$ cat config.mk
export PLATFORM = sky130hd
export DESIGN_NAME = fds_ctrl
export DESIGN_NICKNAME = d
export VERILOG_FILES = /design/src/design/fds_pkg.sv /design/src/design/fds_ctrl.sv
export SDC_FILE = /design/constraint.sdc
export NUM_CORES = 1
export LEC_CHECK = 0
export ABC_AREA = 1
export ABC_CLOCK_PERIOD_IN_PS = 1850
export BUFFER_PORTS_ARGS = -buffer_cell sky130_fd_sc_hd__buf_2
export CORE_UTILIZATION = 45
export CTS_CLUSTER_DIAMETER = 50
export DETAILED_ROUTE_END_ITERATION = 7
export MAX_ROUTING_LAYER = met4
export PLACE_DENSITY = 0.81
export SYNTH_ARGS = -nofsm -noshare
export SYNTH_HDL_FRONTEND = slang
export SYNTH_SLANG_ARGS = --single-unit
$ cat constraint.sdc
create_clock -name clk_i -period 1.85 [get_ports clk_i]
set_input_delay 0.0925 -clock clk_i [delete_from_list [all_inputs] [get_ports clk_i]]
set_output_delay 0.0925 -clock clk_i [all_outputs]
set_load 0.005 [all_outputs]
$ cat src/design/fds_pkg.sv
// shared types, constants and register codes of the fragment depth shader
package fds_pkg;

  localparam int MAX_WIDTH_DEF    = 512;
  localparam int MAX_HEIGHT_DEF   = 512;
  localparam int TEX_MAX_SIDE_DEF = 256;

  localparam int CFG_IDX_W  = 3;
  localparam int CFG_DATA_W = 24;

  localparam logic [CFG_IDX_W-1:0] CFG_FRAME_WIDTH  = 3'd0;
  localparam logic [CFG_IDX_W-1:0] CFG_FRAME_HEIGHT = 3'd1;
  localparam logic [CFG_IDX_W-1:0] CFG_COLOR_EN     = 3'd2;
  localparam logic [CFG_IDX_W-1:0] CFG_TEXTURE_EN   = 3'd3;
  localparam logic [CFG_IDX_W-1:0] CFG_TEX_WIDTH    = 3'd4;
  localparam logic [CFG_IDX_W-1:0] CFG_TEX_HEIGHT   = 3'd5;
  localparam logic [CFG_IDX_W-1:0] CFG_BACKGROUND   = 3'd6;

  localparam logic [9:0]  FRAME_SIZE_RST = 10'd512;
  localparam logic [8:0]  TEX_SIZE_RST   = 9'd2;
  localparam logic [23:0] BG_RST         = 24'hC0C0C0;

  // dividend is a Q8.24 magnitude shifted up by 16
  localparam int DVD_W   = 48;
  localparam int DVS_W   = 32;
  localparam int QUOT_W  = 32;
  localparam int SIZE_W  = 13;
  localparam int RES_W   = 10;
  localparam int PROD_W  = QUOT_W + RES_W + 1;

  localparam int GREY_SCALE = 230;
  localparam int CHAN_SCALE = 255;
  localparam int ROUND_HALF = 32'h8000;

  typedef enum logic [1:0] {
    OP_FRAGMENT = 2'd0,
    OP_TEXEL_WR = 2'd1,
    OP_CLEAR    = 2'd2,
    OP_NONE     = 2'd3
  } op_e;

  typedef enum logic [2:0] {
    ATTR_RED   = 3'd0,
    ATTR_GREEN = 3'd1,
    ATTR_BLUE  = 3'd2,
    ATTR_U     = 3'd3,
    ATTR_V     = 3'd4,
    ATTR_GREY  = 3'd5
  } attr_e;

  typedef enum logic [3:0] {
    ST_CLEAR,
    ST_IDLE,
    ST_DISPATCH,
    ST_DEPTH_RD,
    ST_DEPTH_TEST,
    ST_DIV_START,
    ST_DIV_WAIT,
    ST_MUL,
    ST_POST,
    ST_TEX_RD,
    ST_DONE
  } state_e;

  typedef struct packed {
    logic  in_ready;
    logic  load_item;
    logic  clr_wr;
    logic  tex_wr;
    logic  depth_rd;
    logic  depth_wr;
    logic  div_start;
    logic  sat_en;
    logic  mul_en;
    logic  post_en;
    logic  grey_store;
    logic  tex_rd;
    logic  out_load;
    attr_e attr;
  } cmd_t;

  typedef struct packed {
    op_e  op;
    logic in_valid;
    logic in_frame;
    logic tex_in;
    logic use_bg;
    logic tex_mode;
    logic col_mode;
    logic depth_fail;
    logic div_busy;
    logic clr_last;
    logic out_full;
  } sts_t;

endpackage

$ cat src/design/fds_ctrl.sv
// controller state machine sequencing one item through the datapath
module fds_ctrl (
  input  logic          clk_i,
  input  logic          rst_ni,
  input  fds_pkg::sts_t sts_i,
  output fds_pkg::cmd_t cmd_o
);

  fds_pkg::state_e state_q, state_d;
  fds_pkg::attr_e  attr_q, attr_d;

  always_ff @(posedge clk_i or negedge rst_ni) begin
    if (!rst_ni) begin
      state_q <= fds_pkg::ST_CLEAR;
      attr_q  <= fds_pkg::ATTR_RED;
    end else begin
      state_q <= state_d;
      attr_q  <= attr_d;
    end
  end

  always_comb begin
    state_d    = state_q;
    attr_d     = attr_q;
    cmd_o      = '0;
    cmd_o.attr = attr_q;
    unique case (state_q)
      fds_pkg::ST_CLEAR: begin
        cmd_o.clr_wr = 1'b1;
        if (sts_i.clr_last) state_d = fds_pkg::ST_IDLE;
      end
      fds_pkg::ST_IDLE: begin
        cmd_o.in_ready  = 1'b1;
        cmd_o.load_item = sts_i.in_valid;
        if (sts_i.in_valid) state_d = fds_pkg::ST_DISPATCH;
      end
      fds_pkg::ST_DISPATCH: begin
        state_d = fds_pkg::ST_DONE;
        unique case (sts_i.op)
          fds_pkg::OP_TEXEL_WR: cmd_o.tex_wr = sts_i.tex_in;
          fds_pkg::OP_CLEAR: begin
            if (sts_i.in_frame) begin
              cmd_o.depth_wr = 1'b1;
              if (!sts_i.use_bg) begin
                attr_d  = fds_pkg::ATTR_GREY;
                state_d = fds_pkg::ST_DIV_START;
              end
            end
          end
          fds_pkg::OP_FRAGMENT: begin
            if (sts_i.in_frame) state_d = fds_pkg::ST_DEPTH_RD;
          end
          default: ;
        endcase
      end
      fds_pkg::ST_DEPTH_RD: begin
        cmd_o.depth_rd = 1'b1;
        state_d        = fds_pkg::ST_DEPTH_TEST;
      end
      fds_pkg::ST_DEPTH_TEST: begin
        state_d = fds_pkg::ST_DONE;
        if (!sts_i.depth_fail) begin
          cmd_o.depth_wr = 1'b1;
          if (sts_i.tex_mode) begin
            attr_d  = fds_pkg::ATTR_U;
            state_d = fds_pkg::ST_DIV_START;
          end else if (sts_i.col_mode) begin
            attr_d  = fds_pkg::ATTR_RED;
            state_d = fds_pkg::ST_DIV_START;
          end
        end
      end
      fds_pkg::ST_DIV_START: begin
        cmd_o.div_start = 1'b1;
        state_d         = fds_pkg::ST_DIV_WAIT;
      end
      fds_pkg::ST_DIV_WAIT: begin
        if (!sts_i.div_busy) begin
          if (attr_q == fds_pkg::ATTR_GREY) begin
            cmd_o.grey_store = 1'b1;
            state_d          = fds_pkg::ST_DONE;
          end else begin
            cmd_o.sat_en = 1'b1;
            state_d      = fds_pkg::ST_MUL;
          end
        end
      end
      fds_pkg::ST_MUL: begin
        cmd_o.mul_en = 1'b1;
        state_d      = fds_pkg::ST_POST;
      end
      fds_pkg::ST_POST: begin
        cmd_o.post_en = 1'b1;
        state_d       = fds_pkg::ST_DIV_START;
        unique case (attr_q)
          fds_pkg::ATTR_RED:   attr_d = fds_pkg::ATTR_GREEN;
          fds_pkg::ATTR_GREEN: attr_d = fds_pkg::ATTR_BLUE;
          fds_pkg::ATTR_U:     attr_d = fds_pkg::ATTR_V;
          fds_pkg::ATTR_V:     state_d = fds_pkg::ST_TEX_RD;
          default:             state_d = fds_pkg::ST_DONE;
        endcase
      end
      fds_pkg::ST_TEX_RD: begin
        cmd_o.tex_rd = 1'b1;
        state_d      = fds_pkg::ST_DONE;
      end
      fds_pkg::ST_DONE: begin
        if (!sts_i.out_full) begin
          cmd_o.out_load = 1'b1;
          state_d        = fds_pkg::ST_IDLE;
        end
      end
      default: state_d = fds_pkg::ST_IDLE;
    endcase
  end

endmodule

==> results of run 1 <==
==> logic make-up (layout without fill, tap and decap cells) <==
logic type / after synthesis / in the layout
and+or+nand+nor: 102 / 102
AOI/OAI and AO/OA: 14 / 14
buffers and inverters: 18 / 52
DFF: 7 / 7
==> registers in the layout, summed over array words and instances (netlist names) <==
name     cells
state_q      4
attr_q       3
==> how the worst min path moves through the flow <==
stage                 endpoint     start  slack (ns)  cells after the start
floorplan            attr_q[0]    rst_ni       -0.20                      0
global placement    state_q[2]    rst_ni       -0.07                      1
detailed placement  state_q[2]    rst_ni       -0.07                      1
CTS                 state_q[2]  sts_i[2]        0.13                      3
global route        state_q[3]  sts_i[0]        0.15                      3
finish              state_q[2]  sts_i[2]        0.13                      3
==> cells in the mapped netlist <==
cell / instances
nor2_4: 3
o21ai_1: 1
nor2_1: 19
o22ai_1: 1
a21oi_1: 2
o21a_1: 1
o21ai_0: 7
dfrtp_1: 7
nor3_1: 2
o211ai_1: 1
nor2_2: 6
nand2_2: 7
nand3_1: 16
nor4_1: 1
inv_1: 14
o21bai_1: 1
nand2_1: 48
inv_2: 4
==> power by group through the flow <==
stage	clock network [W]	registers (W)	logic, W
floorplan	0	0.000335	0.000665
global placement	0	0.000350	0.000912
detailed placement	0	0.000357	0.000916
CTS	0.000139	0.000353	0.000921
global route	0.000148	0.000370	0.00105
finish	0.000136	0.000355	0.000924
==> worst reg2reg max path, stage by stage (launching register included) <==
cell     delay [ns]
dfrtp_1        0.47
nor2_2         0.23
nand2_1        0.09
o21ai_0        0.27
nor2_2         0.09
o21ai_1        0.10
nand2_1        0.06
==> metal layers <==
metal | global-route usage [%] | share of wire [%]
met5 | - | 0
met4 | 3.125 | 0
met3 | 5.000 | 6.0
met2 | 46.27 | 50
met1 | 29.95 | 44
==> final cells by class <==
type / instances / area (sq um) / share of cell area (%)
flip-flops and latches: 7 / 175.2 / 17.77
repair buffers: 30 / 155.1 / 15.74
inverters: 18 / 67.56 / 6.853
multi-input cells: 116 / 541.8 / 54.95
clock buffers: 4 / 26.28 / 2.665
well taps: 16 / 20.02 / 2.030
==> metrics by stage <==
| stage | instances | power [W] | hold slack (ns) |
|---|---|---|---|
| 3_3_place_gp | 186 | 0.001262 | -0.07018 |
| 2_1_floorplan | 141 | 0.001001 | -0.2031 |
| 6_report | 191 | 0.001415 | 0.1306 |
| 4_1_cts | 191 | 0.001414 | 0.1251 |
| 5_1_grt | 191 | 0.001565 | 0.1468 |
| 3_5_place_dp | 186 | 0.001273 | -0.06860 |
==> metrics.txt, run 1 <==
Worst Setup SP=state_q[1]; CP Capture Type=output port; Final Hold Fails=0; std cell rows=14; grt total ovfl=0; initial core utilization=50.32%; post-synthesis average cell area=5.564 sq um; Crit path required time=1.76 ns; first-pass GRT wire length=3594 um; commonest non-fill, non-tap cell in the layout=nand2_1; vias per cell=5.225; Syn Inst Count=141; placed inst area=949.7 sq um; R2R Path Start=state_q[1]; hold_buf cts=1; clk_skew=0.008072 ns; Levels on crit path=5; Pins Over Slew Limit=0; area share of the largest cell type after synthesis=22.97%; worst path cell trace=inv_2 > nor2_4 > nand2_1 > nor4_1 > buf_2; # resized after CTS=0; max cap viols=0; routability cong.=0.9906; Rel. slew slack=80.31%; setup TNS=0 ns; Yosys top cell by area=nand2_1; utilization after layout=63.24%; pre-CTS WS=0.4376 ns; Syn Nets=155; Final nets=190; largest net degree at the start of global routing=9; most frequent cells in the layout=48 x nand2_1, 29 x buf_2, 19 x nor2_1; DP HPWL=1831 um; Routed WL=2160 um; Num CTS Buffers=3; initial antenna violation count=0; CP Max Fanout=7; Worst path max stage delay=0.48 ns; DIE WIDTH=43.76 um; largest family of logic cells by synthesized area=simple AND/OR/NAND/NOR gates; Setup WS post-layout=0.3323 ns; Final setup viols=0; residual DRC count=4; min-delay worst type=input pin to flip-flop; Seq/Total Area, Yosys=22.33%; Comb pwr share=65.3%; WL/cell=11.31 um; CP Class=flip-flop to output port; RSZ-0062 raised after global routing=false; Post-Synth Simple-Gate Area=59.01%; IO buf count=29; R2R setup slack=0.42 ns; failing checks=DRC; # fillers=150; I/O pins=30; Final Cycle Share=82.04%; slowest CP cell=dfrtp_1; # Post-CTS Setup Buffers=0; vias in the first global route=871; die area=1915 sq um; design area=985.9 sq um; Worst-path clk slew=0.05 ns; Core ar.=1559 sq um; mux contribution to synthesized area=0%; Max clock buf depth=2; H-tree depth=1; post-synth cell types=18; CP endpoint=cmd_o[12]; status=finished, violations left; Yosys reg bits=7; Routed Antenna Nets=0; top cells by area, synth=nand2_1 23%, dfrtp_1 22%, nand3_1 10%; Worst Reg-to-Reg Cells=6; r2r endpoint=state_q[3]; Net Sw Frac=54.37%; peak supply drop=1.154 mV; crit path launch type=flip-flop; Post-Synth Adder-Cell Area=0%; CTS tree=yes; Cell Pwr Density=1435 nW/um^2; WP buf/inv=2; share of post-route cells with drive strength above 1=29.71%; XOR/XNOR Fraction of Synth Area=0%; GRT Total Usage=25.65%; Synth-to-Final Area Change=25.68%; Worst-Margin Slew=0.2923 ns; clk_lat worst skew=0.25 ns; synth warn=0; Antenna Cells=0; P_int=0.0006457 W; synthesized area=784.5 sq um; Clk Tree Root Cell=clkbuf_4; Arr. time, crit path=1.43 ns; CP top delay family=flip-flops; Die H=43.76 um; sequential share of power=25.1%; Tmin final=1.518 ns; Synth Area in Compound Gates=10.05%; fmax=0.6589 GHz; clock network fraction of design power=9.6%; drt first pass iters=6; vias=998; Psw=0.0007692 W; clock sink total=7; P_leak=0.6116 nW; Iter 0 DRT Violations=42
(Power assumes the default switching activity.)
==> run 2, diff against run 1 <==
ABC_CLOCK_PERIOD_IN_PS = 1200   (was 1850)
CORE_UTILIZATION = 43   (was 45)
clock period = 1.2 ns   (was 1.85 ns; I/O delays follow)
==> run 2 against run 1 <==
Effect of this change: wire length up 47%; critical path depth up 6; count of clock-buffer cells in the layout unchanged; highest routed layer is now met4; the run ends with setup timing left; global-route usage up 7.4 points; largest power group unchanged; sequential share of layout area down 5.0 points; final area up 43%; combinational power rose to 2.7 times the previous value; die area up 4.4%; clock skew up 0.0032 ns; total power up 130%; critical endpoint is now state_q[1]; register-to-register slack worse by 0.72 ns.
==> metrics.txt, run 2 (synthesized netlist as in run 1, its figures left out) <==
status=finished, violations left; failing checks=setup timing; Iter 0 DRT Violations=59 (+40%); GRT Total Usage=33.07% (+7.4 points); Final Hold Fails=0 (unchanged); setup TNS=-3.207 ns (-3.207 ns); vias=1227 (+23%); vias in the first global route=1136 (+30%); leading registers by flop count=state_q: 4 flops, attr_q: 3 flops; CP Class=flip-flop to flip-flop; Setup WS post-layout=-0.3004 ns (-0.6326 ns); initial antenna violation count=0 (unchanged); IO buf count=29 (unchanged); area of the multi-input gates=708.2 sq um (+31%); clk_skew=0.01128 ns (+0.003211 ns); DP HPWL=2038 um (+11%); Tmin final=1.500 ns; Routed WL=3171 um (+47%); routability cong.=0.9512 (-4.0%); Max clock buf depth=2 (unchanged); std cell rows=15 (+1); grt total ovfl=0 (unchanged); Final nets=217 (+14%); Num CTS Buffers=3 (unchanged); RSZ-0062 raised after global routing=true; Reg area=180.2 sq um (+2.9%); Worst-path clk slew=0.05 ns (about the same); CP Capture Type=flip-flop; min-delay worst type=input pin to flip-flop; residual DRC count=0 (-4); largest net degree at the start of global routing=9 (unchanged); fmax=0.6665 GHz; clk_lat worst skew=0.25 ns (about the same); H-tree depth=1 (unchanged); Reg with most FFs=state_q; P_leak=0.7999 nW (+31%); CP Max Fanout=4 (-3); CTS tree=yes; first-pass GRT wire length=4733 um (+32%); placed inst area=1056 sq um (+11%); peak supply drop=1.507 mV (+31%); crit path launch type=flip-flop; initial core utilization=45.43% (-4.9 points); Final setup viols=20 (+20); drt first pass iters=4 (-2); # fillers=125 (-17%); clock sink total=7 (unchanged); design area=1411 sq um (+43%); Antenna Cells=0 (unchanged); Arr. time, crit path=1.63 ns (+0.20 ns); most frequent cells in the layout=42 x nand2_1, 28 x buf_2, 20 x buf_4; pre-CTS WS=-0.1396 ns (-0.5772 ns); max cap viols=0 (unchanged); Crit path required time=1.33 ns (-0.43 ns); Synth-to-Final Area Change=79.90%; commonest non-fill, non-tap cell in the layout=nand2_1; I/O pins=30 (unchanged); Worst-Margin Slew=0.3186 ns (+0.02631 ns); share of post-route cells with drive strength above 1=53.47% (+24 points); die area=1999 sq um (+4.4%); max reg flops=4 (unchanged); Cell Pwr Density=2329 nW/um^2 (+62%); Die H=44.72 um (+2.2%); Final Cycle Share=125.0%; vias per cell=5.405 (+3.4%); Core ar.=1727 sq um (+11%); WL/cell=13.97 um (+24%); Rel. slew slack=78.76% (-1.5 points); Clk Tree Root Cell=clkbuf_4; Pins Over Slew Limit=0 (unchanged); Routed Antenna Nets=0 (unchanged); DIE WIDTH=44.72 um (+2.2%)
run 2: cell count changes in the layout (fill, tap and decap cells not counted), moves of 2 or more:
cell / before / now
nand2_4: 0 / 7
buf_6: 0 / 8
buf_4: 0 / 20
dfrtp_2: 0 / 4
nand3_1: 16 / 10
nor2_1: 19 / 11
o21ai_0: 7 / 5
inv_4: 0 / 3
dfrtp_1: 7 / 3
inv_2: 4 / 2
nor2_4: 3 / 12
nand3_2: 0 / 6
nand2_1: 48 / 42
run 2: per-layer routing:
layer  GRT usage (%)  vias to the layer above  part of all wire (%)
met5               -                        -                     0
met4           11.52                        0                   3.0
met3           2.800                       18                   5.5
met2           60.88                       65                    54
met1           37.22                      570                    38
li1                -                      574                     -
run 2: where the power goes:
part	total [W]	switching, W	internal [W]
Clock	0.000219	0.0000919	0.000127
Sequential	0.000572	0.000207	0.000364
Combinational	0.00250	0.00140	0.00110
run 2: final cells by class:
class | instances | share of cell area, %
timing repair buffer | 57 | 27.66
multi-input combinational | 116 | 50.18
tap | 25 | 2.216
sequential | 7 | 12.77
inverter | 18 | 5.319
clock buffer | 4 | 1.862
run 2: worst paths after layout:
check / from / endpoint / slack (ns) / depth (start not counted)
max: state_q[2] / state_q[1] / -0.30 / 11
min: sts_i[0] / state_q[3] / 0.21 / 4
max reg2reg: state_q[2] / state_q[1] / -0.30 / 11
min reg2reg: attr_q[2] / attr_q[2] / 0.64 / 2
max in group asynchronous: rst_ni / state_q[1] / 0.78 / 2
min in group asynchronous: rst_ni / state_q[0] / 0.23 / 2
run 2: through the flow:
step / std cells / hold slack, ns / total power [W] / utilization, %
6_report: 227 / 0.2107 / 0.003287 / 81.74
4_1_cts: 224 / 0.1661 / 0.002920 / 75.14
2_1_floorplan: 141 / -0.2356 / 0.001565 / -
3_5_place_dp: 207 / -0.09463 / 0.002201 / 61.16
5_1_grt: 227 / 0.2059 / 0.003515 / 81.74
3_3_place_gp: 207 / -0.09637 / 0.002186 / 61.16
run 2: repair_timing:
item,in CTS,in global routing
hold endpoints to repair,7,0
gates resized for setup,37,19
hold buffers,1,0
setup buffers,12,3
setup endpoints to repair,20,20
pin swaps,7,9
run 2: worst max-delay path, cell delays in order, from the launching register on:
cell and delay, ns:
dfrtp_2 0.44, inv_4 0.08, nor2_4 0.05, buf_6 0.11, buf_4 0.12, buf_6 0.10
nand2_1 0.05, nand2_1 0.08, nor2_1 0.11, nand3_1 0.10, nand2_1 0.08, nand2_1 0.05
==> run 3, diff against run 2 <==
GPL_TIMING_DRIVEN = 0   (was default)
==> run 3 against run 2 <==
Effect of this change: the run still ends with setup timing left; sequential cell count is the same; via count is 13% lower; largest power group unchanged; die area unchanged; non-clock buffer count is 21 lower; highest routed layer unchanged; maximum frequency increased by 5.9%.
==> metrics.txt, run 3 (synthesized netlist as in run 1, its figures left out) <==
Arr. time, crit path=1.36 ns (-0.27 ns); placed inst area=965.9 sq um (-8.5%); Tmin final=1.417 ns (-0.08340 ns); WL/cell=11.79 um (-16%); Iter 0 DRT Violations=30 (-49%); Crit path required time=1.14 ns (-0.19 ns); DIE WIDTH=44.72 um (unchanged); WP buf/inv=2 (-2); Worst-Margin Slew=0.2523 ns (-0.06638 ns); residual DRC count=0 (unchanged); Worst Hold Launch=sts_i[2]; max cap viols=0 (unchanged); H-tree depth=1 (unchanged); initial antenna violation count=0 (unchanged); crit path launch type=flip-flop; share of post-route cells with drive strength above 1=46.41% (-7.1 points); Setup WS post-layout=-0.2170 ns (+0.08340 ns); DRT met1 WL=1026 um (-14%); Final setup viols=20 (unchanged); grt total ovfl=0 (unchanged); Pins Over Slew Limit=0 (unchanged); GRT Total Usage=26.02% (-7.1 points); CP Max Fanout=5 (+1); hold endpoint=state_q[2]; Final Cycle Share=118.1% (-7.0 points); IO buf count=29 (unchanged); highest routed layer=met4; failing checks=setup timing; clk_lat worst skew=0.24 ns (about the same); setup TNS=-2.559 ns (+0.6476 ns); leading registers by flop count=state_q: 4 flops, attr_q: 3 flops; met3 wire length=93 um (-46%); sequential share of power=22.2% (+4.8 points); Net Sw Frac=54.29% (+2.6 points); largest net degree at the start of global routing=9 (unchanged); slowest CP cell=dfrtp_2; Comb pwr share=70.2% (-5.7 points); r2r endpoint=attr_q[2]; post-placement cell count=195 (-5.8%); Core ar.=1727 sq um (unchanged); Routed Antenna Nets=0 (unchanged); CTS tree=yes; vias per cell=5.155 (-4.6%); routability cong.=0.9386 (-1.3%); std cell rows=15 (unchanged); Worst path max stage delay=0.48 ns (+0.04 ns); Cell Pwr Density=2264 nW/um^2 (-2.8%); vias in the first global route=914 (-20%); Final nets=196 (-9.7%); Antenna Cells=0 (unchanged); worst path cell trace=inv_4 > nor2_4 > nand2_2 > o22ai_1 > buf_2; Total Power=0.002725 W (-17%); CP Capture Type=output port; final non-filler cell total=206 (-9.3%); Max clock buf depth=2 (unchanged); drt first pass iters=5 (+1); Final Hold Fails=0 (unchanged); Cells on Worst Hold Path=3 (-1); Psw=0.001479 W (-13%); P_leak=0.6757 nW (-16%); Rel. slew slack=83.01% (+4.2 points); DP HPWL=1765 um (-13%); clock network fraction of design power=7.5% (+0.8 points); die area=1999 sq um (unchanged); Reg with most FFs=state_q; # fillers=154 (+23%); P_int=0.001246 W (-22%); Clk Tree Root Cell=clkbuf_4; RSZ-0062 raised after global routing=true; Die H=44.72 um (unchanged); clk_skew=0.003451 ns (-0.007832 ns); clock sink total=7 (unchanged); CP Class=flip-flop to output port; status=finished, violations left; vias=1062 (-13%); Worst-path clk slew=0.05 ns (about the same); Worst Reg-to-Reg Cells=7 (-4); design area=1204 sq um (-15%); Num CTS Buffers=3 (unchanged); min-delay worst type=input pin to flip-flop; commonest non-fill, non-tap cell in the layout=nand2_1; most frequent cells in the layout=42 x nand2_1, 29 x buf_2, 15 x nand3_1; R2R Path Start=state_q[1]; max reg flops=4 (unchanged); R2R setup slack=-0.15 ns (+0.15 ns); pre-CTS WS=-0.1612 ns (-0.02160 ns); Synth-to-Final Area Change=53.43%; initial core utilization=45.43% (unchanged); fmax=0.7057 GHz (+5.9%); CP top delay family=flip-flops; I/O pins=30 (unchanged); Routed WL=2429 um (-23%); peak supply drop=1.334 mV (-11%); Met2 Wirelength=1281 um (-25%); first-pass GRT wire length=3774 um (-20%)
## run 3: changes by cell type in the layout (fill, tap and decap cells not counted), sizes merged
cell,delta
buf,-21
## run 3: per-layer routing
metal / track usage (%) / up-vias
met1: 29.60 / 492
met4: 3.636 / 0
met3: 5.200 / 4
li1: - / 532
met5: - / -
met2: 47.94 / 34
## run 3: worst max-delay path by stage
stage / cells after the start / from / end / slack (ns)
after floorplan: 8 / state_q[3] / state_q[3] / 0.008
after global placement: 8 / state_q[3] / state_q[3] / -0.16
after detailed placement: 8 / state_q[3] / state_q[3] / -0.16
after CTS: 4 / state_q[1] / cmd_o[10] / -0.17
after global routing: 5 / state_q[2] / cmd_o[10] / -0.28
final: 5 / state_q[2] / cmd_o[10] / -0.22
## run 3: timing repair
item                       CTS  global route
hold buffers                 1             0
pin swaps                    3             5
gates resized for setup     25            21
setup endpoints to repair   20            20
hold endpoints to repair     7             0
setup buffers                3             3
## run 3: area by class of cell
| class | count | area [sq um] | share of cell area, % |
|---|---|---|---|
| Timing Repair Buffer | 36 | 211.5 | 17.57 |
| Multi-Input combinational cell | 116 | 678.2 | 56.34 |
| Tap cell | 25 | 31.28 | 2.599 |
| Sequential cell | 7 | 181.4 | 15.07 |
| Inverter | 18 | 75.07 | 6.237 |
| Clock buffer | 4 | 26.28 | 2.183 |
## run 3: per-stage QoR
stage | util (%) | hold WS, ns
after detailed placement | 55.94 | -0.1010
after global placement | 55.94 | -0.1064
after CTS | 63.70 | 0.09563
after floorplan | - | -0.2356
after global routing | 69.71 | 0.1153
final | 69.71 | 0.1132
## run 3: worst min-delay path, delay by kind of cell
family                 cells  cell delay, ns
buffers and inverters      1            0.11
AND/OR/NAND/NOR            2            0.15
## run 3: power by group through the flow
stage	Sequential [W]	Clock, W	Combinational (W)
after floorplan	0.000517	0	0.00105
after global placement	0.000548	0	0.00140
after detailed placement	0.000561	0	0.00142
after CTS	0.000582	0.000215	0.00164
after global routing	0.000631	0.000231	0.00212
final	0.000606	0.000205	0.00191
